==> config.mk <==
export PLATFORM = sky130hd
export DESIGN_NAME = led_pattern_priority_sequencer
export DESIGN_NICKNAME = d
export VERILOG_FILES = /design/src/hdl/lpps_pkg.sv /design/src/hdl/lpps_ctrl.sv /design/src/hdl/lpps_dp.sv /design/src/hdl/led_pattern_priority_sequencer.sv
export SDC_FILE = /design/constraint.sdc
export NUM_CORES = 1
export LEC_CHECK = 0
export BUFFER_PORTS_ARGS = -buffer_cell sky130_fd_sc_hd__buf_2
export CAP_MARGIN = 0
export CORE_ASPECT_RATIO = 1.75
export CORE_MARGIN = 2
export CORE_UTILIZATION = 40
export DETAILED_ROUTE_END_ITERATION = 8
export SYNTH_ARGS = -nofsm -noshare
export SYNTH_HDL_FRONTEND = slang
export SYNTH_SLANG_ARGS = --single-unit
==> constraint.sdc <==
create_clock -name clk -period 4.55 [get_ports clk]
set_input_delay 1.1375 -clock clk [delete_from_list [all_inputs] [get_ports clk]]
set_output_delay 1.1375 -clock clk [all_outputs]
set_load 0.005 [all_outputs]
==> src/hdl/lpps_pkg.sv <==
// Shared types and constants for the LED pattern priority sequencer.
// Used by lpps_ctrl, lpps_dp and led_pattern_priority_sequencer; no dependencies.

package lpps_pkg;

	// Default size of the pattern table
	localparam int NUM_PATTERNS_DEF = 4;

	// Fixed field widths
	localparam int WORD_W    = 49;
	localparam int COUNT_W   = 3;
	localparam int MASK_W    = 4;
	localparam int OUT_IDX_W = 3;

	// Configuration register indexes
	localparam int REG_COUNT   = 0;
	localparam int REG_RECOVER = 1;
	localparam int REG_WORD0   = 2;

	// Operation codes
	localparam logic [1:0] OP_POLL     = 2'd0;
	localparam logic [1:0] OP_START    = 2'd1;
	localparam logic [1:0] OP_STOP     = 2'd2;
	localparam logic [1:0] OP_STOP_ALL = 2'd3;

	// Blink phase codes
	localparam logic [1:0] PH_IDLE = 2'd0;
	localparam logic [1:0] PH_ON   = 2'd1;
	localparam logic [1:0] PH_OFF  = 2'd2;

	// Pattern table read address sources
	localparam logic [1:0] RDS_ACT  = 2'd0;
	localparam logic [1:0] RDS_ID   = 2'd1;
	localparam logic [1:0] RDS_SCAN = 2'd2;

	// One pattern table entry, packed as written through the config port
	typedef struct packed {
		logic [7:0]  pri;
		logic        is_forever;
		logic [7:0]  rep;
		logic [15:0] off_ms;
		logic [15:0] on_ms;
	} pat_word_t;

	typedef struct packed {
		logic [1:0]        operation;
		logic [1:0]        pattern_id;
		logic [31:0]       now_ms;
		logic [MASK_W-1:0] eligible_mask;
	} item_word_t;

	typedef struct packed {
		logic                 led_on;
		logic [OUT_IDX_W-1:0] active_pattern;
		logic                 idle;
	} result_word_t;

	// Commands from controller to datapath
	typedef struct packed {
		logic [1:0] rd_sel;
		logic       latch_in;
		logic       load_aw;
		logic       do_start;
		logic       do_advance;
		logic       do_end;
		logic       do_handoff;
		logic       do_preempt;
		logic       scan_init;
		logic       scan_run;
		logic       load_out;
	} ctrl_cmd_t;

	// Status from datapath to controller
	typedef struct packed {
		logic [1:0] op;
		logic       act_none;
		logic       rep_out;
		logic       start_ok;
		logic       stop_hit;
		logic       adv_handoff;
		logic       scan_done;
	} dp_status_t;

endpackage

==> src/hdl/lpps_ctrl.sv <==
// Controller state machine of the LED pattern priority sequencer.
// Depends on lpps_pkg; drives lpps_dp through ctrl_cmd_t and reads dp_status_t.

module lpps_ctrl (
	input  logic                clk,
	input  logic                arst_n,
	input  logic                item_valid,
	output logic                item_ready,
	output logic                result_valid,
	input  logic                result_ready,
	input  lpps_pkg::dp_status_t status,
	output lpps_pkg::ctrl_cmd_t  cmd
);

	localparam logic [2:0] S_IDLE    = 3'd0;
	localparam logic [2:0] S_RD_ACT  = 3'd1;
	localparam logic [2:0] S_RD_ID   = 3'd2;
	localparam logic [2:0] S_EXEC    = 3'd3;
	localparam logic [2:0] S_SCAN    = 3'd4;
	localparam logic [2:0] S_PRE_CHK = 3'd5;
	localparam logic [2:0] S_FIN     = 3'd6;

	logic [2:0] state_q, state_d;
	logic       pre_q, pre_d;       // current scan is a preemption check
	logic       chain_q, chain_d;   // run a preemption check after the handoff
	logic       res_vld_q;

	assign item_ready   = (state_q == S_IDLE);
	assign result_valid = res_vld_q;

	// Next state and commands
	always_comb begin
		cmd     = '0;
		state_d = state_q;
		pre_d   = pre_q;
		chain_d = chain_q;
		case (state_q)
			S_IDLE: begin
				if (item_valid) begin
					cmd.latch_in = 1'b1;
					state_d      = S_RD_ACT;
				end
			end
			S_RD_ACT: begin
				cmd.rd_sel = lpps_pkg::RDS_ACT;
				state_d    = S_RD_ID;
			end
			S_RD_ID: begin
				cmd.rd_sel  = lpps_pkg::RDS_ID;
				cmd.load_aw = 1'b1;
				state_d     = S_EXEC;
			end
			S_EXEC: begin
				state_d = S_FIN;
				case (status.op)
					lpps_pkg::OP_POLL: begin
						if (status.act_none || status.rep_out) begin
							cmd.scan_init = 1'b1;
							pre_d         = 1'b0;
							chain_d       = 1'b0;
							state_d       = S_SCAN;
						end else begin
							cmd.do_advance = 1'b1;
							if (status.adv_handoff) begin
								cmd.scan_init = 1'b1;
								pre_d         = 1'b0;
								chain_d       = 1'b1;
								state_d       = S_SCAN;
							end else begin
								state_d = S_PRE_CHK;
							end
						end
					end
					lpps_pkg::OP_START: begin
						cmd.do_start = status.start_ok;
					end
					lpps_pkg::OP_STOP: begin
						if (status.stop_hit) begin
							cmd.scan_init = 1'b1;
							pre_d         = 1'b0;
							chain_d       = 1'b0;
							state_d       = S_SCAN;
						end
					end
					lpps_pkg::OP_STOP_ALL: begin
						cmd.do_end = 1'b1;
					end
					default: begin
						state_d = S_FIN;
					end
				endcase
			end
			S_SCAN: begin
				cmd.rd_sel   = lpps_pkg::RDS_SCAN;
				cmd.scan_run = 1'b1;
				if (status.scan_done) begin
					if (pre_q) begin
						cmd.do_preempt = 1'b1;
						state_d        = S_FIN;
					end else begin
						cmd.do_handoff = 1'b1;
						state_d        = chain_q ? S_PRE_CHK : S_FIN;
					end
				end
			end
			S_PRE_CHK: begin
				if (status.act_none) begin
					state_d = S_FIN;
				end else begin
					cmd.scan_init = 1'b1;
					pre_d         = 1'b1;
					state_d       = S_SCAN;
				end
			end
			S_FIN: begin
				if (!res_vld_q || result_ready) begin
					cmd.load_out = 1'b1;
					state_d      = S_IDLE;
				end
			end
			default: begin
				state_d = S_IDLE;
			end
		endcase
	end

	// State and mode registers
	always_ff @(posedge clk or negedge arst_n) begin
		if (!arst_n) begin
			state_q <= S_IDLE;
			pre_q   <= 1'b0;
			chain_q <= 1'b0;
		end else begin
			state_q <= state_d;
			pre_q   <= pre_d;
			chain_q <= chain_d;
		end
	end

	// Hold the result word until it is taken
	always_ff @(posedge clk or negedge arst_n) begin
		if (!arst_n) begin
			res_vld_q <= 1'b0;
		end else if (cmd.load_out) begin
			res_vld_q <= 1'b1;
		end else if (result_ready) begin
			res_vld_q <= 1'b0;
		end
	end

`ifndef ASSERT_OFF
	a_accept_reads: assert property (@(posedge clk) disable iff (!arst_n)
		item_valid && item_ready |=> state_q == S_RD_ACT)
		else $error("accepted word did not start the table read");

	a_scan_exit: assert property (@(posedge clk) disable iff (!arst_n)
		state_q == S_SCAN && status.scan_done |=> state_q == S_FIN || state_q == S_PRE_CHK)
		else $error("finished scan did not leave the scan state");

	a_fin_free: assert property (@(posedge clk) disable iff (!arst_n)
		state_q == S_FIN && !res_vld_q |=> state_q == S_IDLE && res_vld_q)
		else $error("result not posted from an empty output register");
`endif

endmodule

==> src/hdl/lpps_dp.sv <==
// Datapath of the LED pattern priority sequencer: config registers, pattern
// table, blink state, candidate scan and result register. Depends on lpps_pkg.

module lpps_dp #(
	parameter int NUM_PATTERNS = lpps_pkg::NUM_PATTERNS_DEF
) (
	input  logic                                  clk,
	input  logic                                  arst_n,
	input  logic                                  cfg_we,
	input  logic [$clog2(NUM_PATTERNS+2)-1:0]     cfg_index,
	input  logic [lpps_pkg::WORD_W-1:0]           cfg_data,
	input  lpps_pkg::item_word_t                  item_word,
	input  lpps_pkg::ctrl_cmd_t                   cmd,
	output lpps_pkg::dp_status_t                  status,
	output lpps_pkg::result_word_t                result_word
);

	localparam int IDX_W = $clog2(NUM_PATTERNS + 1);
	localparam int AW    = (NUM_PATTERNS > 1) ? $clog2(NUM_PATTERNS) : 1;
	localparam int MEM_D = 1 << AW;
	localparam int CIW   = $clog2(NUM_PATTERNS + 2);
	localparam logic [IDX_W-1:0] NONE = IDX_W'(NUM_PATTERNS);

	// Configuration
	logic [lpps_pkg::COUNT_W-1:0] count_q;
	logic [lpps_pkg::MASK_W-1:0]  rp_q;
	lpps_pkg::pat_word_t          mem [MEM_D];
	logic [MEM_D-1:0]             mem_vld_q;
	lpps_pkg::pat_word_t          rd_q;
	logic [AW-1:0]                rd_addr;
	logic                         cfg_word_hit;
	logic [AW-1:0]                cfg_addr;

	// Latched item
	logic [1:0]                  op_q;
	logic [1:0]                  id_q;
	logic [31:0]                 now_q;
	logic [lpps_pkg::MASK_W-1:0] mask_q;

	// Blink state
	logic [IDX_W-1:0]    act_q;
	logic [1:0]          phase_q;
	logic [7:0]          rep_q;
	logic [31:0]         start_q;
	logic                led_q;
	lpps_pkg::pat_word_t aw_q;

	// Candidate scan
	logic [IDX_W-1:0]    sc_q;
	logic                vld_s1;
	logic [IDX_W-1:0]    idx_s1;
	logic [IDX_W-1:0]    best_q;
	logic [8:0]          best_pri_q;
	lpps_pkg::pat_word_t best_word_q;

	lpps_pkg::result_word_t out_q;

	logic [IDX_W-1:0]            cnt_used;
	logic [lpps_pkg::MASK_W-1:0] elig;
	logic                        act_none;
	logic                        id_ok;
	logic [31:0]                 elapsed;
	logic                        on_done;
	logic                        off_done;
	logic [7:0]                  rep_dec;
	logic                        act_recov;
	logic                        adv_handoff;
	logic                        elig_s1;
	logic                        cand_s1;
	logic                        best_found;
	logic                        take_best;
	logic                        end_now;
	logic                        start_keep;

	// Decode counts and flags
	assign cnt_used = (32'(count_q) > NUM_PATTERNS) ? NONE : IDX_W'(count_q);
	assign elig     = rp_q & mask_q;
	assign act_none = (act_q == NONE);
	assign id_ok    = 32'(id_q) < 32'(cnt_used);
	assign elapsed  = now_q - start_q;
	assign on_done  = elapsed >= {16'd0, aw_q.on_ms};
	assign off_done = elapsed >= {16'd0, aw_q.off_ms};
	assign rep_dec  = (!aw_q.is_forever && rep_q != 8'd0) ? rep_q - 8'd1 : rep_q;
	assign act_recov = (32'(act_q) < lpps_pkg::MASK_W) && rp_q[act_q[1:0]]
		&& !mask_q[act_q[1:0]];
	assign adv_handoff = (phase_q == lpps_pkg::PH_OFF) && off_done
		&& ((!aw_q.is_forever && rep_dec == 8'd0) || (aw_q.is_forever && act_recov));

	assign elig_s1 = (32'(idx_s1) < lpps_pkg::MASK_W) && elig[idx_s1[1:0]];
	assign cand_s1 = vld_s1 && (idx_s1 != act_q) && elig_s1
		&& ({1'b0, rd_q.pri} < best_pri_q);

	assign best_found = (best_q != NONE);
	assign take_best  = best_found && (cmd.do_handoff
		|| (cmd.do_preempt && (best_pri_q < {1'b0, aw_q.pri})));
	assign end_now    = cmd.do_end || (cmd.do_handoff && !best_found);
	assign start_keep = act_none || (act_q == IDX_W'(id_q));

	always_comb begin
		status             = '0;
		status.op          = op_q;
		status.act_none    = act_none;
		status.rep_out     = !aw_q.is_forever && (rep_q == 8'd0);
		status.start_ok    = id_ok && (act_none || rd_q.pri <= aw_q.pri);
		status.stop_hit    = id_ok && (act_q == IDX_W'(id_q));
		status.adv_handoff = adv_handoff;
		status.scan_done   = !vld_s1 && !(sc_q < cnt_used);
	end

	// Configuration registers
	assign cfg_word_hit = (32'(cfg_index) >= lpps_pkg::REG_WORD0)
		&& (32'(cfg_index) < lpps_pkg::REG_WORD0 + NUM_PATTERNS);
	assign cfg_addr = AW'(32'(cfg_index) - lpps_pkg::REG_WORD0);

	always_ff @(posedge clk or negedge arst_n) begin
		if (!arst_n) begin
			count_q   <= '0;
			rp_q      <= '0;
			mem_vld_q <= '0;
		end else if (cfg_we) begin
			if (cfg_index == CIW'(lpps_pkg::REG_COUNT)) begin
				count_q <= cfg_data[lpps_pkg::COUNT_W-1:0];
			end else if (cfg_index == CIW'(lpps_pkg::REG_RECOVER)) begin
				rp_q <= cfg_data[lpps_pkg::MASK_W-1:0];
			end else if (cfg_word_hit) begin
				mem_vld_q[cfg_addr] <= 1'b1;
			end
		end
	end

	// Pattern table: one write port, one registered read port
	always_comb begin
		case (cmd.rd_sel)
			lpps_pkg::RDS_ACT: rd_addr = AW'(act_q);
			lpps_pkg::RDS_ID:  rd_addr = AW'(id_q);
			default:           rd_addr = AW'(sc_q);
		endcase
	end

	always_ff @(posedge clk) begin
		if (cfg_we && cfg_word_hit) begin
			mem[cfg_addr] <= cfg_data;
		end
		rd_q <= mem_vld_q[rd_addr] ? mem[rd_addr] : '0;
	end

	// Latch the accepted item
	always_ff @(posedge clk) begin
		if (cmd.latch_in) begin
			op_q   <= item_word.operation;
			id_q   <= item_word.pattern_id;
			now_q  <= item_word.now_ms;
			mask_q <= item_word.eligible_mask;
		end
	end

	// Blink state: start, advance, handoff, preempt, stop
	always_ff @(posedge clk or negedge arst_n) begin
		if (!arst_n) begin
			act_q   <= NONE;
			phase_q <= lpps_pkg::PH_IDLE;
			rep_q   <= '0;
			start_q <= '0;
			led_q   <= 1'b0;
		end else if (cmd.do_start) begin
			act_q   <= IDX_W'(id_q);
			rep_q   <= rd_q.rep;
			start_q <= now_q;
			phase_q <= lpps_pkg::PH_ON;
			led_q   <= (rd_q.on_ms != 16'd0) || (start_keep && led_q);
		end else if (cmd.do_advance) begin
			if (phase_q == lpps_pkg::PH_ON && on_done) begin
				start_q <= now_q;
				if (!(aw_q.off_ms == 16'd0 && aw_q.is_forever)) begin
					phase_q <= lpps_pkg::PH_OFF;
					if (aw_q.off_ms != 16'd0) begin
						led_q <= 1'b0;
					end
				end
			end else if (phase_q == lpps_pkg::PH_OFF && off_done) begin
				start_q <= now_q;
				rep_q   <= rep_dec;
				if (!adv_handoff) begin
					phase_q <= lpps_pkg::PH_ON;
					if (aw_q.on_ms != 16'd0) begin
						led_q <= 1'b1;
					end
				end
			end
		end else if (take_best) begin
			act_q   <= best_q;
			rep_q   <= best_word_q.rep;
			start_q <= now_q;
			phase_q <= lpps_pkg::PH_ON;
			led_q   <= (best_word_q.on_ms != 16'd0);
		end else if (end_now) begin
			act_q   <= NONE;
			phase_q <= lpps_pkg::PH_IDLE;
			rep_q   <= '0;
			led_q   <= 1'b0;
		end
	end

	// Active pattern word, refreshed per item and on handoff or preemption
	always_ff @(posedge clk) begin
		if (cmd.load_aw) begin
			aw_q <= rd_q;
		end else if (take_best) begin
			aw_q <= best_word_q;
		end
	end

	// Scan the table one entry a cycle, keeping the best priority
	always_ff @(posedge clk or negedge arst_n) begin
		if (!arst_n) begin
			sc_q   <= '0;
			vld_s1 <= 1'b0;
		end else if (cmd.scan_init) begin
			sc_q   <= '0;
			vld_s1 <= 1'b0;
		end else if (cmd.scan_run) begin
			if (sc_q < cnt_used) begin
				sc_q   <= sc_q + 1'b1;
				vld_s1 <= 1'b1;
			end else begin
				vld_s1 <= 1'b0;
			end
		end
	end

	always_ff @(posedge clk) begin
		if (cmd.scan_init) begin
			best_q     <= NONE;
			best_pri_q <= 9'h100;
		end else if (cmd.scan_run) begin
			idx_s1 <= sc_q;
			if (cand_s1) begin
				best_q      <= idx_s1;
				best_pri_q  <= {1'b0, rd_q.pri};
				best_word_q <= rd_q;
			end
		end
	end

	// Result register
	always_ff @(posedge clk) begin
		if (cmd.load_out) begin
			out_q.led_on         <= led_q;
			out_q.active_pattern <= lpps_pkg::OUT_IDX_W'(act_q);
			out_q.idle           <= act_none;
		end
	end

	assign result_word = out_q;

`ifndef ASSERT_OFF
	a_none_is_dark: assert property (@(posedge clk) disable iff (!arst_n)
		act_q == NONE |-> phase_q == lpps_pkg::PH_IDLE && !led_q && rep_q == 8'd0)
		else $error("no active pattern but blink state not cleared");

	a_active_runs: assert property (@(posedge clk) disable iff (!arst_n)
		act_q != NONE |-> act_q < NONE && phase_q != lpps_pkg::PH_IDLE)
		else $error("active pattern without a running phase");
`endif

endmodule

==> src/hdl/led_pattern_priority_sequencer.sv <==
// LED pattern priority sequencer: one word in, one result word out per item.
// Depends on lpps_pkg, lpps_ctrl, lpps_dp.
//
// Usage:
//   Configuration: write pattern_count (index 0), recover_present (index 1)
//   and pattern words (index 2 and up) through cfg_we/cfg_index/cfg_data
//   while no item is in flight. Pattern words read as zero until written.
//   Item channel: item_valid/item_ready carry poll, start, stop or stop-all
//   words with the current millisecond time and the eligible mask.
//   Result channel: result_valid/result_ready return the LED level, the
//   active pattern (NUM_PATTERNS when none) and an idle flag, one per item.
//   Sequence: after acceptance the block reads the active and addressed table
//   entries, runs up to two candidate scans through the table read port, each
//   over the first pattern_count entries (at most NUM_PATTERNS), then posts
//   the result. Start, stop-all and a stop that misses run no scan; a stop
//   that hits runs one; a poll runs one, or two when it hands off and then
//   checks preemption. One item at a time.
//   Reset: no pattern active, LED off, config registers zero, table invalid.
//   Stall: a result waits in the output register; the next item is accepted
//   meanwhile and its result is held back until the old one is taken.

module led_pattern_priority_sequencer #(
	parameter int NUM_PATTERNS = lpps_pkg::NUM_PATTERNS_DEF
) (
	input  logic                              clk,
	input  logic                              arst_n,
	input  logic                              cfg_we,
	input  logic [$clog2(NUM_PATTERNS+2)-1:0] cfg_index,
	input  logic [lpps_pkg::WORD_W-1:0]       cfg_data,
	input  logic                              item_valid,
	output logic                              item_ready,
	input  lpps_pkg::item_word_t              item_word,
	output logic                              result_valid,
	input  logic                              result_ready,
	output lpps_pkg::result_word_t            result_word
);

	lpps_pkg::ctrl_cmd_t  cmd;
	lpps_pkg::dp_status_t status;

	// Sequencer control
	lpps_ctrl u_ctrl (
		.clk          (clk),
		.arst_n       (arst_n),
		.item_valid   (item_valid),
		.item_ready   (item_ready),
		.result_valid (result_valid),
		.result_ready (result_ready),
		.status       (status),
		.cmd          (cmd)
	);

	// Table, blink state and scan
	lpps_dp #(
		.NUM_PATTERNS (NUM_PATTERNS)
	) u_dp (
		.clk         (clk),
		.arst_n      (arst_n),
		.cfg_we      (cfg_we),
		.cfg_index   (cfg_index),
		.cfg_data    (cfg_data),
		.item_word   (item_word),
		.cmd         (cmd),
		.status      (status),
		.result_word (result_word)
	);

endmodule
Word level (Yosys, flattened, before mapping). Memories as Yosys holds them, arrays and structs flattened. A register that Yosys moved wholly into a read port is not among the register bits. Index checks and enable logic that the tools add are counted.

Flip-flop bits (word level): 217. Memory bits (writable): 196. Output and inout bits: 7. Memories kept: 1.

Add/sub/neg operators: 4. Order comparisons: 17. Eq/ne operators: 34. Muxes and demuxes: 100. Bitwise operators: 5. Reduce and logical (&&, ||, !) cells: 75.

Memory list: u_dp.mem (words 4, bits a word 49, read ports 1, clocked after Yosys merged registers in 1, wr ports 1, RTL line lpps_dp.sv:27) `lpps_pkg::pat_word_t mem [MEM_D];`.

Operator list (number): $mux W32 (5); $mux W49 (2); $ge A32 B16 Y1 (2); $reduce_bool A16 Y1 (4); $mux W8 (7); $mux W1 (46); $mux W3 (13); $sub A32 B32 Y32 (1); $mux W2 (13); $logic_and A1 B1 Y1 (24); $pmux W3 S7 (1); $logic_not A16 Y1 (1); $logic_not A8 Y1 (2); $eq A3 B3 Y1 const B (4); $lt A2 B3 Y1 const B (4); $ne A3 B3 Y1 const B (4); $ne A4 B4 Y1 const B (3); $reduce_and A2 Y1 (6); $reduce_and A3 Y1 (4); $reduce_and A4 Y1 (3); $reduce_bool A2 Y1 (6); $pmux W1 S2 (5); $lt A3 B3 Y1 const B (3); $lt A8 B9 Y1 (1); other kinds (37) (71).

Depth between registers and ports, before layout. Gate-level depths: netlist of the first run.

Depth after elaboration: 13. Mapped depth: 22. Depth with buffers taken out: 21.

Modules after synthesis. Synthesis of the first run repeated with hierarchy kept, for this count alone.

Cell total of the unflattened synthesis: 1499. Area, all modules: 20891.3 µm².

Modules (own cells, without submodules): lpps_dp (instances 1, cells each 1441, area each 20435.8 µm², sequential area each 12778.5 µm²); lpps_ctrl (instances 1, cells each 58, area each 455.4 µm², sequential area each 150.1 µm²).

Worst setup path before layout of the first run. OpenSTA, ideal clock, no wires.

Path type: register to register. From: reg u_dp.now_q[4]. To: reg u_dp.start_q[10]. Arrival: 3996 ps. Data required time: 4425 ps. Path slack: 429 ps. Stages on the path, launching flop included: 22. Clock period less this slack: 4121 ps. Cell sequence: edfxtp_1 ha_1 a21o_1 a31o_1 o21ai_1 nand2b_1 a21oi_1 xnor2_1 ha_1 nand3_1 o22ai_1 nor3_1 o31ai_1 a221o_1 a221oi_1 nand4b_1 nor4_4 nor3b_2 nor2_2 a21oi_2 buf_6 mux2_4.

Cells in the longest elaborated chain, start to end: 6.

Ends and longest elaborated chain: from (decl) (RTL line lpps_dp.sv:37) `logic [31:0] now_q;`; from (signal assigned) (RTL line lpps_dp.sv:152) `now_q <= item_word.now_ms;`; $sub A32 B32 Y32 * (RTL line lpps_dp.sv:80) `assign elapsed = now_q - start_q;`; $ge A32 B16 Y1 (RTL line lpps_dp.sv:81) `assign on_done = elapsed >= {16'd0, aw_q.on_ms};`; $logic_and A1 B1 Y1 (RTL line lpps_dp.sv:172) `if (phase_q == lpps_pkg::PH_ON && on_done) begin`; $mux W32 (RTL line lpps_dp.sv:172); $mux W32 (RTL line lpps_dp.sv:171) `end else if (cmd.do_advance) begin`; $mux W32 (RTL line lpps_dp.sv:165) `end else if (cmd.do_start) begin`; to (signal assigned) (RTL line lpps_dp.sv:168) `start_q <= now_q;`; to (signal assigned) (RTL line lpps_dp.sv:173) `start_q <= now_q;`; to (signal assigned) (RTL line lpps_dp.sv:181) `start_q <= now_q;`; to (decl) (RTL line lpps_dp.sv:44) `logic [31:0] start_q;`.

Every way passes the cells marked *; elsewhere a longest branch is shown, timed or not. A chain may end at the register's enable or synchronous reset.

Worst setup path after layout of the first run.
From: reg u_dp.start_q[0]. To: reg u_dp.start_q[12].

Cells in the longest elaborated chain, start to end: 6.

Ends and longest elaborated chain (RTL line): $sub A32 B32 Y32 * (lpps_dp.sv:80); $ge A32 B16 Y1 (lpps_dp.sv:81); $logic_and A1 B1 Y1 (lpps_dp.sv:172); $mux W32 (lpps_dp.sv:172); $mux W32 (lpps_dp.sv:171); $mux W32 (lpps_dp.sv:165).

Marked as above.

==> reports/metrics.yaml, run 1 <==
critical_path:
  cp.arrival_ps: 5000
  cp_slowest_stage_delay_ps: 410
  cp_slowest_cell: "dfrtp_1"
  startpoint_type: "flop"
  cp.depth: 20
  reg2reg_depth: 20
  r2r-start: "u_dp.start_q[0]$_DFFE_PN0P_"
  path_buf_inv: 1
  cp_top_family: "simple AND/OR/NAND/NOR gates"
  worstSetupPathType: "reg2reg"
  critPathRequiredTime_ps: 4980
  startpoint: "u_dp.start_q[0]$_DFFE_PN0P_"
  crit_chain: "ha_4 -> fa_2 -> nor2b_4 -> o2111ai_4 -> nand2_2 -> xor2_2 -> ha_1 -> a21oi_2 -> o22ai_2 -> nor3_2 -> o31ai_2 -> a221o_1 -> a221oi_2 -> nand4b_1 -> nor4_4 -> nor3b_2 -> nor2_2 -> a21oi_4 -> clkbuf_16 -> mux2_4"
  crit_path_end: "u_dp.start_q[12]$_DFFE_PN0P_"
  critPathMaxFanout: 6
  r2r-end: "u_dp.start_q[12]$_DFFE_PN0P_"
  critPathCaptureType: "flop"
  r2r_slack_ps: -20
cells_and_area:
  drive_gt1_share_pct: 22.42
  antenna_cells: 0
  area.growth.synth_to_final_pct: 16.03
  fin_nets: 1863
  final_core_util_pct: 46.85
synthesis:
  synth_seq_cells: 462
  synthTopCellsByCount: "edfxtp_1, nand2_1, inv_1, ha_1, dfrtp_1"
  synth_top_area_share_pct: 48.51
  yosysMostFrequentCell: "edfxtp_1"
  async_flop_share_pct: 14.50
  synth_nets: 1722
  synth_edf_count: 334
  yosys.cell_types.count: 83
  avgSynthCellArea_sq_um: 13.49
  synth_area_sq_um: 20670
  synthCells: 1532
  ys_top_cells_by_area: "edfxtp_1, dfrtp_1, dfxtp_1, ha_1, mux4_2"
  synth-seq-area-share_pct: 62.54
  yosysTopAreaCell: "edfxtp_1"
  ys.flop_type: "edfxtp_1"
  yosysWarnings: 0
clock_tree:
  htree_levels: 2
  path_clk_slew_ps: 60
  cts_buffers: 44
  cts.sinks: 462
  clock_latency_ps: 570
  clockRootBuffer: "clkbuf_16"
  ctsHoldBuffers: 0
  cts_tree: "done"
  clk_path_buf_depth: 3
drt:
  drt-vias-per-instance: 5.215
  wl_um: 46000
  drt_iter0_markers: 717
  wl_per_cell_um: 19.33
  dr.pass1.iters: 5
  vias: 12411
  final_antenna_net_count: 0
  drc: 0
outcome:
  outcome: "complete, but fails checks"
  violations: "negative setup slack"
grt:
  grt_first_pass_wirelength_um: 72060
  grt_overflow: 0
  gr-usage-all-layers_pct: 17.20
  grt_start_max_net_pins: 68
  antenna_found_initial: 1
  grt_pass1_vias: 13030
sta:
  whs_ps: 435.9
  tightestPinTransition_ps: 1077
  fin_tns_setup_ps: -91.09
  postLayoutSetupSlackWorst_ps: -15.91
  finalClockSkew_ps: 32.02
  min_period_ps: 4566
  slew_headroom_pct: 27.67
  hold_viol_final: 0
  setup-violations-final: 9
  slew_viol_final: 0
  post-route-period-util_pct: 100.3
  rsz0062_at_grt: "true"
  fmax_ghz: 0.2190
place:
  numPortBuffers: 103
  place_congestion: 0.8784
  preCtsSetupSlack_ps: -44.30
  dp_hpwl_um: 32210
power_and_ir_drop:
  pwr-share-seq_pct: 36.8
  cellPowerDensity_nw_per_um2: 713.5
  swShare_pct: 35.91
  p_switching_mw: 6.145
  share_comb_of_total_power_pct: 41.9
  p_clk_share_pct: 21.3
  vdd_drop_max_mv: 0.3884
  p_int_mw: 10.97
  p_leak_nw: 9.284
worst_hold_path:
  hp-class: "reg2reg"
floorplan:
  core_sq_um: 51200
  dieHeight_um: 304.7
  die_area_sq_um: 53590
  rows: 110
  die-width_um: 175.9
  io_pins: 104
  start_util_pct: 40.38
run:
  cap_violations: 0
==> worst min-delay path by stage <==
stage                             startpoint                              to  slack (ps)  cells after the start
floorplan           u_dp.rd_q[16]$_SDFF_PN0_  u_dp.best_word_q[16]$_DFFE_PP_         410                      0
finish              u_dp.rd_q[40]$_SDFF_PN0_  u_dp.best_word_q[40]$_DFFE_PP_         440                      0
global placement    u_dp.rd_q[40]$_SDFF_PN0_  u_dp.best_word_q[40]$_DFFE_PP_         420                      0
CTS                 u_dp.rd_q[40]$_SDFF_PN0_  u_dp.best_word_q[40]$_DFFE_PP_         440                      0
global route        u_dp.rd_q[40]$_SDFF_PN0_  u_dp.best_word_q[40]$_DFFE_PP_         450                      0
detailed placement  u_dp.rd_q[40]$_SDFF_PN0_  u_dp.best_word_q[40]$_DFFE_PP_         420                      0
==> registers in the layout, indices dropped and copies added (netlist names), 4 cells and up <==
| signal | cells |
|---|---|
| u_dp.mem | 196 |
| u_dp.best_word_q | 49 |
| u_dp.rd_q | 49 |
| u_dp.aw_q | 41 |
| u_dp.now_q | 32 |
| u_dp.start_q | 32 |
| u_dp.best_pri_q | 9 |
| u_dp.rep_q | 8 |
| u_dp.result_word | 5 |
| u_dp.mask_q | 4 |
| u_dp.mem_vld_q | 4 |
| u_dp.rp_q | 4 |
==> kinds of logic after synthesis <==
family	share of synthesized area, %
DFF	62.54
and+or+nand+nor	10.86
AOI/OAI and AO/OA	7.844
buffers and inverters	3.014
muxes	8.933
adders and majority gates	5.665
xor gates and xnor gates	1.144
==> area by class of cell <==
type | count | area, sq um
Inverter | 106 | 397.9
Clock buffer | 54 | 1200
Fill cell | 4603 | 27210
Multi-Input combinational cell | 916 | 7418
Timing Repair Buffer | 143 | 948.4
Clock inverter | 27 | 252.7
Tap cell | 672 | 840.8
Sequential cell | 462 | 12930
==> metal layers <==
| metal | vias up | wire length (um) | track usage (%) |
|---|---|---|---|
| met2 | 268 | 24990 | 32.49 |
| met3 | 86 | 1769 | 2.383 |
| met4 | 2 | 1814 | 6.592 |
| li1 | 5963 | - | - |
| met1 | 6092 | 17410 | 19.31 |
| met5 | - | 11 | 0 |
==> cells in the final DEF, fill, tap and decap left out, types with 6 or more instances in the layout <==
cell type and count:
a222oi_1 7, inv_1 106, xnor2_1 16, dfrtp_1 66, edfxtp_1 334, mux2i_1 18
mux4_2 49, or3_1 10, buf_12 7, and2_1 9, buf_4 30, a21oi_1 53
nand2b_1 12, a21o_1 29, nand3_1 21, nand4_1 16, clkbuf_16 47, nor2_1 46
o21ai_1 8, nand2_1 180, a21oi_2 12, o21ai_0 40, mux2_4 32, nor4_1 20
nor3_1 19, clkinv_2 14, a31oi_1 6, nor2b_1 56, o31ai_1 7, ha_1 89
o211ai_1 6, dfxtp_1 61, buf_2 102, xor2_1 9, mux2_2 7, nor2_2 15
==> repair_timing <==
| action | 4_1_cts | 5_1_grt |
|---|---|---|
| pin swaps | 3 | 28 |
| cloned | 0 | 4 |
| buffers inserted | 1 | 11 |
| resized for setup | 4 | 41 |
| setup endpoints to repair | 42 | 59 |
==> power groups by stage <==
| stage | Sequential, mW | Clock, mW | Combinational (mW) |
|---|---|---|---|
| finish | 6.30 | 3.65 | 7.17 |
| global route | 6.40 | 3.92 | 7.99 |
| CTS | 6.30 | 3.76 | 6.93 |
| detailed placement | 6.37 | 0 | 6.83 |
| global placement | 6.35 | 0 | 6.75 |
| floorplan | 6.01 | 0 | 5.14 |
==> stage by stage <==
stage | area (sq um) | total power, mW | cells
after detailed placement | 22180 | 13.20 | 2283
final | 23990 | 17.11 | 2380
after global routing | 23990 | 18.31 | 2380
after floorplan | 20670 | 11.15 | 1532
after global placement | 22180 | 13.10 | 2283
after CTS | 23650 | 16.99 | 2365
Note: power is estimated with default switching activity, not from simulation.
==> run 2, diff against run 1 <==
Settings changed: SYNTH_HIERARCHICAL set to 1.
==> reports/metrics.yaml, run 2 <==
synthesis:
  yosysWarnings: 6
  synth_area_sq_um: 20890
  avgSynthCellArea_sq_um: 13.94
  synth-seq-area-share_pct: 61.89
  yosysMostFrequentCell: "edfxtp_1"
  synth_xor_area_share_pct: 1.258
  yosys.cell_types.count: 84
  yosysTopAreaCell: "edfxtp_1"
  synth_fa_ha_area_share_pct: 5.606
  synth_nets: 1689
  synth_compound_area_share_pct: 7.989
  async_flop_share_pct: 14.50
  synth_top_family_by_area: "multiplexers"
  synth_seq_cells: 462
  ys.flop_type: "edfxtp_1"
  synthMuxAreaShare_pct: 11.25
  synthSimpleGateAreaFrac_pct: 8.798
  synth_edf_count: 334
  ys_top_cells_by_area: "edfxtp_1, dfrtp_1, dfxtp_1, ha_1, mux4_2"
  synthTopCellsByCount: "edfxtp_1, inv_1, ha_1, nand2_1, nor2_1"
  synthCells: 1499
  synth_top_area_share_pct: 48.01
critical_path:
  crit_chain: "inv_1 -> fa_2 -> nand2b_4 -> a21oi_4 -> o211ai_1 -> o21ai_1 -> xor2_1 -> ha_2 -> or3_4 -> a221oi_4 -> o21ai_2 -> a221oi_2 -> buf_4 -> o21ai_2 -> or4_4 -> nand3b_4 -> nor2_4 -> or2_1 -> or3_4 -> nand2_4 -> nand2_4 -> nor2b_4 -> buf_8 -> clkbuf_16"
  worstSetupPathType: "reg2reg"
  critPathRequiredTime_ps: 4830
  startpoint_type: "flop"
  critPathMaxFanout: 5
  cp.arrival_ps: 5360
  critPathCaptureType: "flop"
  path_buf_inv: 4
  cp_slowest_stage_delay_ps: 430
  cp_slowest_cell: "or4_4"
  cp_top_family: "simple AND/OR/NAND/NOR gates"
cells_and_area:
  area.growth.synth_to_final_pct: 20.86
  largest_register: "u_dp/mem"
  finalInstanceArea_sq_um: 25250
  drive_gt1_share_pct: 30.11
  reg_top3: "u_dp/mem x196, u_dp/best_word_q x49, u_dp/rd_q x49"
  antenna_cells: 0
  final_common_cell: "edfxtp_1"
  layout_common_cells: "edfxtp_1, buf_4, inv_1"
  final_core_util_pct: 49.05
  largest_reg_flops: 196
  layoutNonFillerInstCount: 2452
  fin_nets: 1935
power_and_ir_drop:
  swShare_pct: 34.62
  cellPowerDensity_nw_per_um2: 694.2
  p_int_mw: 11.46
  p_switching_mw: 6.068
  p_clk_share_pct: 20.5
  pwr-share-seq_pct: 34.5
  fin_total_pwr_mw: 17.53
  vdd_drop_max_mv: 0.3682
  share_comb_of_total_power_pct: 45.0
  p_leak_nw: 9.686
grt:
  antenna_found_initial: 1
  grt_start_max_net_pins: 68
  grt_first_pass_wirelength_um: 74890
  grt_pass1_vias: 13708
  grt_overflow: 0
  gr-usage-all-layers_pct: 17.67
sta:
  setup-violations-final: 69
  finalClockSkew_ps: 14.11
  fmax_ghz: 0.1968
  min_period_ps: 5081
  slew_headroom_pct: 24.62
  post-route-period-util_pct: 111.7
  hold_viol_final: 0
  whs_ps: 425.7
  tightestPinTransition_ps: 1131
  slew_viol_final: 0
  fin_tns_setup_ps: -31440
  postLayoutSetupSlackWorst_ps: -531.5
  rsz0062_at_grt: "true"
place:
  numPortBuffers: 103
  dpl_cell_area_sq_um: 23170
  place_congestion: 0.8691
  preCtsSetupSlack_ps: -641.9
  place_inst: 2348
  dp_hpwl_um: 33490
drt:
  wl_um: 47410
  drt-vias-per-instance: 5.215
  drt_iter0_markers: 686
  vias: 12787
  dr.pass1.iters: 6
  drc: 0
  final_antenna_net_count: 0
  wl_per_cell_um: 19.33
floorplan:
  rows: 110
  core_sq_um: 51470
  dieHeight_um: 306.3
  start_util_pct: 40.59
  io_pins: 104
  die-width_um: 176.8
  die_area_sq_um: 54140
clock_tree:
  cts_buffers: 43
  cts_tree: "done"
  clk_path_buf_depth: 3
  clockRootBuffer: "clkbuf_16"
  path_clk_slew_ps: 60
  cts.sinks: 462
  clock_latency_ps: 560
  htree_levels: 2
worst_hold_path:
  hp-class: "reg2reg"
run:
  cap_violations: 0
outcome:
  violations: "negative setup slack"
  outcome: "complete, but fails checks"
## run 2: routing by layer
metal  GRT usage (%)  vias to the layer above  part of all wire (%)
li1                -                     6114                     -
met1           20.31                     6314                    39
met2           32.84                      262                    53
met3           2.505                       95                   3.7
met4           6.554                        2                   3.7
met5               0                        -                 0.015
## run 2: kinds of logic (layout without fill, tap and decap cells)
group	after synthesis	after routing
flops	462	462
buf+inv	164	445
fa+ha+maj	93	93
simple gates	349	349
mux	151	151
xor+xnor	30	30
compound gates	250	250
## run 2: power groups by stage
stage | combinational, mW | sequential [mW] | clock, mW
3_3_place_gp | 7.16 | 6.09 | 0
6_report | 7.89 | 6.04 | 3.59
3_5_place_dp | 7.23 | 6.11 | 0
4_1_cts | 7.88 | 6.04 | 3.72
5_1_grt | 8.71 | 6.13 | 3.86
2_1_floorplan | 4.72 | 5.84 | 0
## run 2: area by class of cell
| class | instances | area (sq um) |
|---|---|---|
| Inverter | 110 | 412.9 |
| Sequential cell | 462 | 12930 |
| Tap cell | 672 | 840.8 |
| Clock buffer | 57 | 1169 |
| Timing Repair Buffer | 255 | 1913 |
| Fill cell | 4548 | 26230 |
| Clock inverter | 23 | 241.5 |
| Multi-Input combinational cell | 873 | 7744 |
## run 2: worst paths after layout
check | startpoint | end | slack (ps) | depth (start not counted)
min in group asynchronous | arst_n | u_ctrl/result_valid$_DFFE_PN0P_ | 720 | 1
setup reg to reg | u_dp/now_q[1]$_DFFE_PP_ | u_dp/best_word_q[3]$_DFFE_PP_ | -530 | 24
max in group asynchronous | arst_n | u_dp/start_q[0]$_DFFE_PN0P_ | 3190 | 1
hold reg to reg | u_dp/rd_q[39]$_SDFF_PN0_ | u_dp/best_word_q[39]$_DFFE_PP_ | 430 | 0
hold / removal | u_dp/rd_q[39]$_SDFF_PN0_ | u_dp/best_word_q[39]$_DFFE_PP_ | 430 | 0
setup / recovery | u_dp/now_q[1]$_DFFE_PP_ | u_dp/best_word_q[3]$_DFFE_PP_ | -530 | 24
## run 2: repair_timing
action                     4_1_cts  5_1_grt
gates resized for setup         48       46
cloned                           4        3
hold buffers                     0        0
pin swaps                       22       26
setup endpoints to repair      101      111
buffers inserted                23        3
==> run 3, diff against run 2 <==
Settings changed: CORE_MARGIN 2 to 3, CORE_UTILIZATION 40 to 45.
==> reports/metrics.yaml, run 3 (synthesis results as in run 2) <==
clock_tree:
  path_clk_slew_ps: 60
  clk_path_buf_depth: 3
  cts_tree: "done"
  clock_latency_ps: 560
  cts.sinks: 462
  clockRootBuffer: "clkbuf_16"
  cts_buffers: 43
  ctsHoldBuffers: 0
  htree_levels: 2
sta:
  slew_headroom_pct: 25.06
  whs_ps: 427.6
  finalClockSkew_ps: 16.08
  tightestPinTransition_ps: 1124
  fmax_ghz: 0.1991
  setup-violations-final: 86
  postLayoutSetupSlackWorst_ps: -472.0
  min_period_ps: 5022
  hold_viol_final: 0
  rsz0062_at_grt: "true"
  slew_viol_final: 0
  fin_tns_setup_ps: -26120
  post-route-period-util_pct: 110.4
place:
  place_inst: 2252
  dp_hpwl_um: 32340
  numPortBuffers: 103
  dpl_cell_area_sq_um: 22990
  place_congestion: 0.9007
  preCtsSetupSlack_ps: -772.1
grt:
  grt_pass1_vias: 13898
  grt_overflow: 0
  gr-usage-all-layers_pct: 19.29
  grt_start_max_net_pins: 50
  grt_first_pass_wirelength_um: 75090
  antenna_found_initial: 2
outcome:
  outcome: "complete, but fails checks"
  violations: "negative setup slack"
floorplan:
  dieHeight_um: 291.0
  core_sq_um: 45490
  die-width_um: 168.9
  start_util_pct: 45.92
  die_area_sq_um: 49150
  io_pins: 104
  rows: 103
critical_path:
  r2r_slack_ps: -470
  critPathRequiredTime_ps: 4810
  r2r-start: "u_dp/now_q[0]$_DFFE_PP_"
  startpoint_type: "flop"
  reg2reg_depth: 24
  critPathMaxFanout: 7
  startpoint: "u_dp/now_q[0]$_DFFE_PP_"
  critPathCaptureType: "flop"
  worstSetupPathType: "reg2reg"
  cp.arrival_ps: 5290
  r2r-end: "u_dp/best_word_q[37]$_DFFE_PP_"
drt:
  drt-vias-per-instance: 5.403
  dr.pass1.iters: 4
  wl_per_cell_um: 19.95
  vias: 12752
  wl_um: 47090
  final_antenna_net_count: 0
  drc: 0
  drt_iter0_markers: 669
worst_hold_path:
  hold_path_depth: 0
  hp-class: "reg2reg"
  hp-start: "u_dp/rd_q[35]$_SDFF_PN0_"
  hold_path_end: "u_dp/best_word_q[35]$_DFFE_PP_"
power_and_ir_drop:
  cellPowerDensity_nw_per_um2: 696.7
  p_leak_nw: 9.779
  p_int_mw: 11.55
  p_switching_mw: 6.045
  pwr-share-seq_pct: 34.4
  p_clk_share_pct: 21.0
  vdd_drop_max_mv: 0.5828
  share_comb_of_total_power_pct: 44.6
  fin_total_pwr_mw: 17.60
  swShare_pct: 34.35
cells_and_area:
  final_common_cell: "edfxtp_1"
  drive_gt1_share_pct: 30.34
  reg_top3: "u_dp/mem x196, u_dp/best_word_q x49, u_dp/rd_q x49"
  fin_nets: 1938
  largest_reg_flops: 196
  area.growth.synth_to_final_pct: 20.91
  layoutNonFillerInstCount: 2360
  largest_register: "u_dp/mem"
  fillers: 3734
  antenna_cells: 0
  finalInstanceArea_sq_um: 25260
  layout_common_cells: "edfxtp_1, buf_4, inv_1"
  final_core_util_pct: 55.52
run:
  cap_violations: 0
## run 3: cell types whose count changed in the layout (fill, tap and decap cells not counted), moves of 3 or more
cell      previous run  this run
clkinv_2             8        13
a21oi_1             63        60
clkbuf_1            10         6
buf_4              127       136
buf_16               1         8
a21oi_2              7        10
buf_8                3         0
buf_6                9         2
## run 3: per-layer routing
metal	up-vias	global-route usage, %	part of all wire (%)
li1	6127	-	-
met1	6262	21.38	38
met2	250	36.93	55
met3	111	2.486	3.1
met4	2	7.350	4.0
met5	-	0	0.015
## run 3: how the worst max path moves through the flow
stage                     cells past startpoint                              to  slack [ps]
final                                        24  u_dp/best_word_q[37]$_DFFE_PP_        -470
after global placement                       23  u_dp/best_word_q[16]$_DFFE_PP_        -700
after global routing                         24  u_dp/best_word_q[37]$_DFFE_PP_        -680
after floorplan                              24   u_dp/best_word_q[0]$_DFFE_PP_        -850
after CTS                                    23  u_dp/best_word_q[35]$_DFFE_PP_        -480
after detailed placement                     23  u_dp/best_word_q[17]$_DFFE_PP_        -770
## run 3: power groups by stage
stage	logic (mW)	registers, mW	clock network [mW]
global placement	7.06	6.10	0
floorplan	4.72	5.84	0
CTS	7.73	6.05	3.82
finish	7.85	6.05	3.70
detailed placement	7.16	6.12	0
global route	8.66	6.13	3.98
## run 3: repair_timing
item / 4_1_cts / 5_1_grt
buffers inserted: 16 / 5
endpoints found under the setup margin: 101 / 111
pin swaps: 12 / 10
gates resized for setup: 72 / 7
gates cloned: 8 / 2
## run 3: final cells by class
| type | count | area [sq um] | share of cell area, % |
|---|---|---|---|
| sequential | 462 | 12930 | 51.18 |
| multi-input combinational | 873 | 7729 | 30.60 |
| timing repair buffer | 258 | 1984 | 7.856 |
| clock buffer | 58 | 1256 | 4.973 |
| tap | 577 | 721.9 | 2.858 |
| inverter | 110 | 412.9 | 1.635 |
| clock inverter | 22 | 226.5 | 0.8966 |
## run 3: critical path, stage by stage, from the launching register on
cell	delay (ps)
edfxtp_1	360
inv_2	60
ha_4	160
fa_2	360
nand2b_4	160
a21oi_4	170
o211ai_1	140
o21ai_1	160
xor2_1	130
ha_2	200
or3_4	340
a221oi_4	190
o21ai_2	110
a221oi_2	290
o21ai_1	110
or4_4	440
nand3b_4	110
nor2_4	50
or2_1	220
or3_4	350
nand2_4	70
nand2_4	60
nor2b_4	130
buf_12	170
clkbuf_16	170
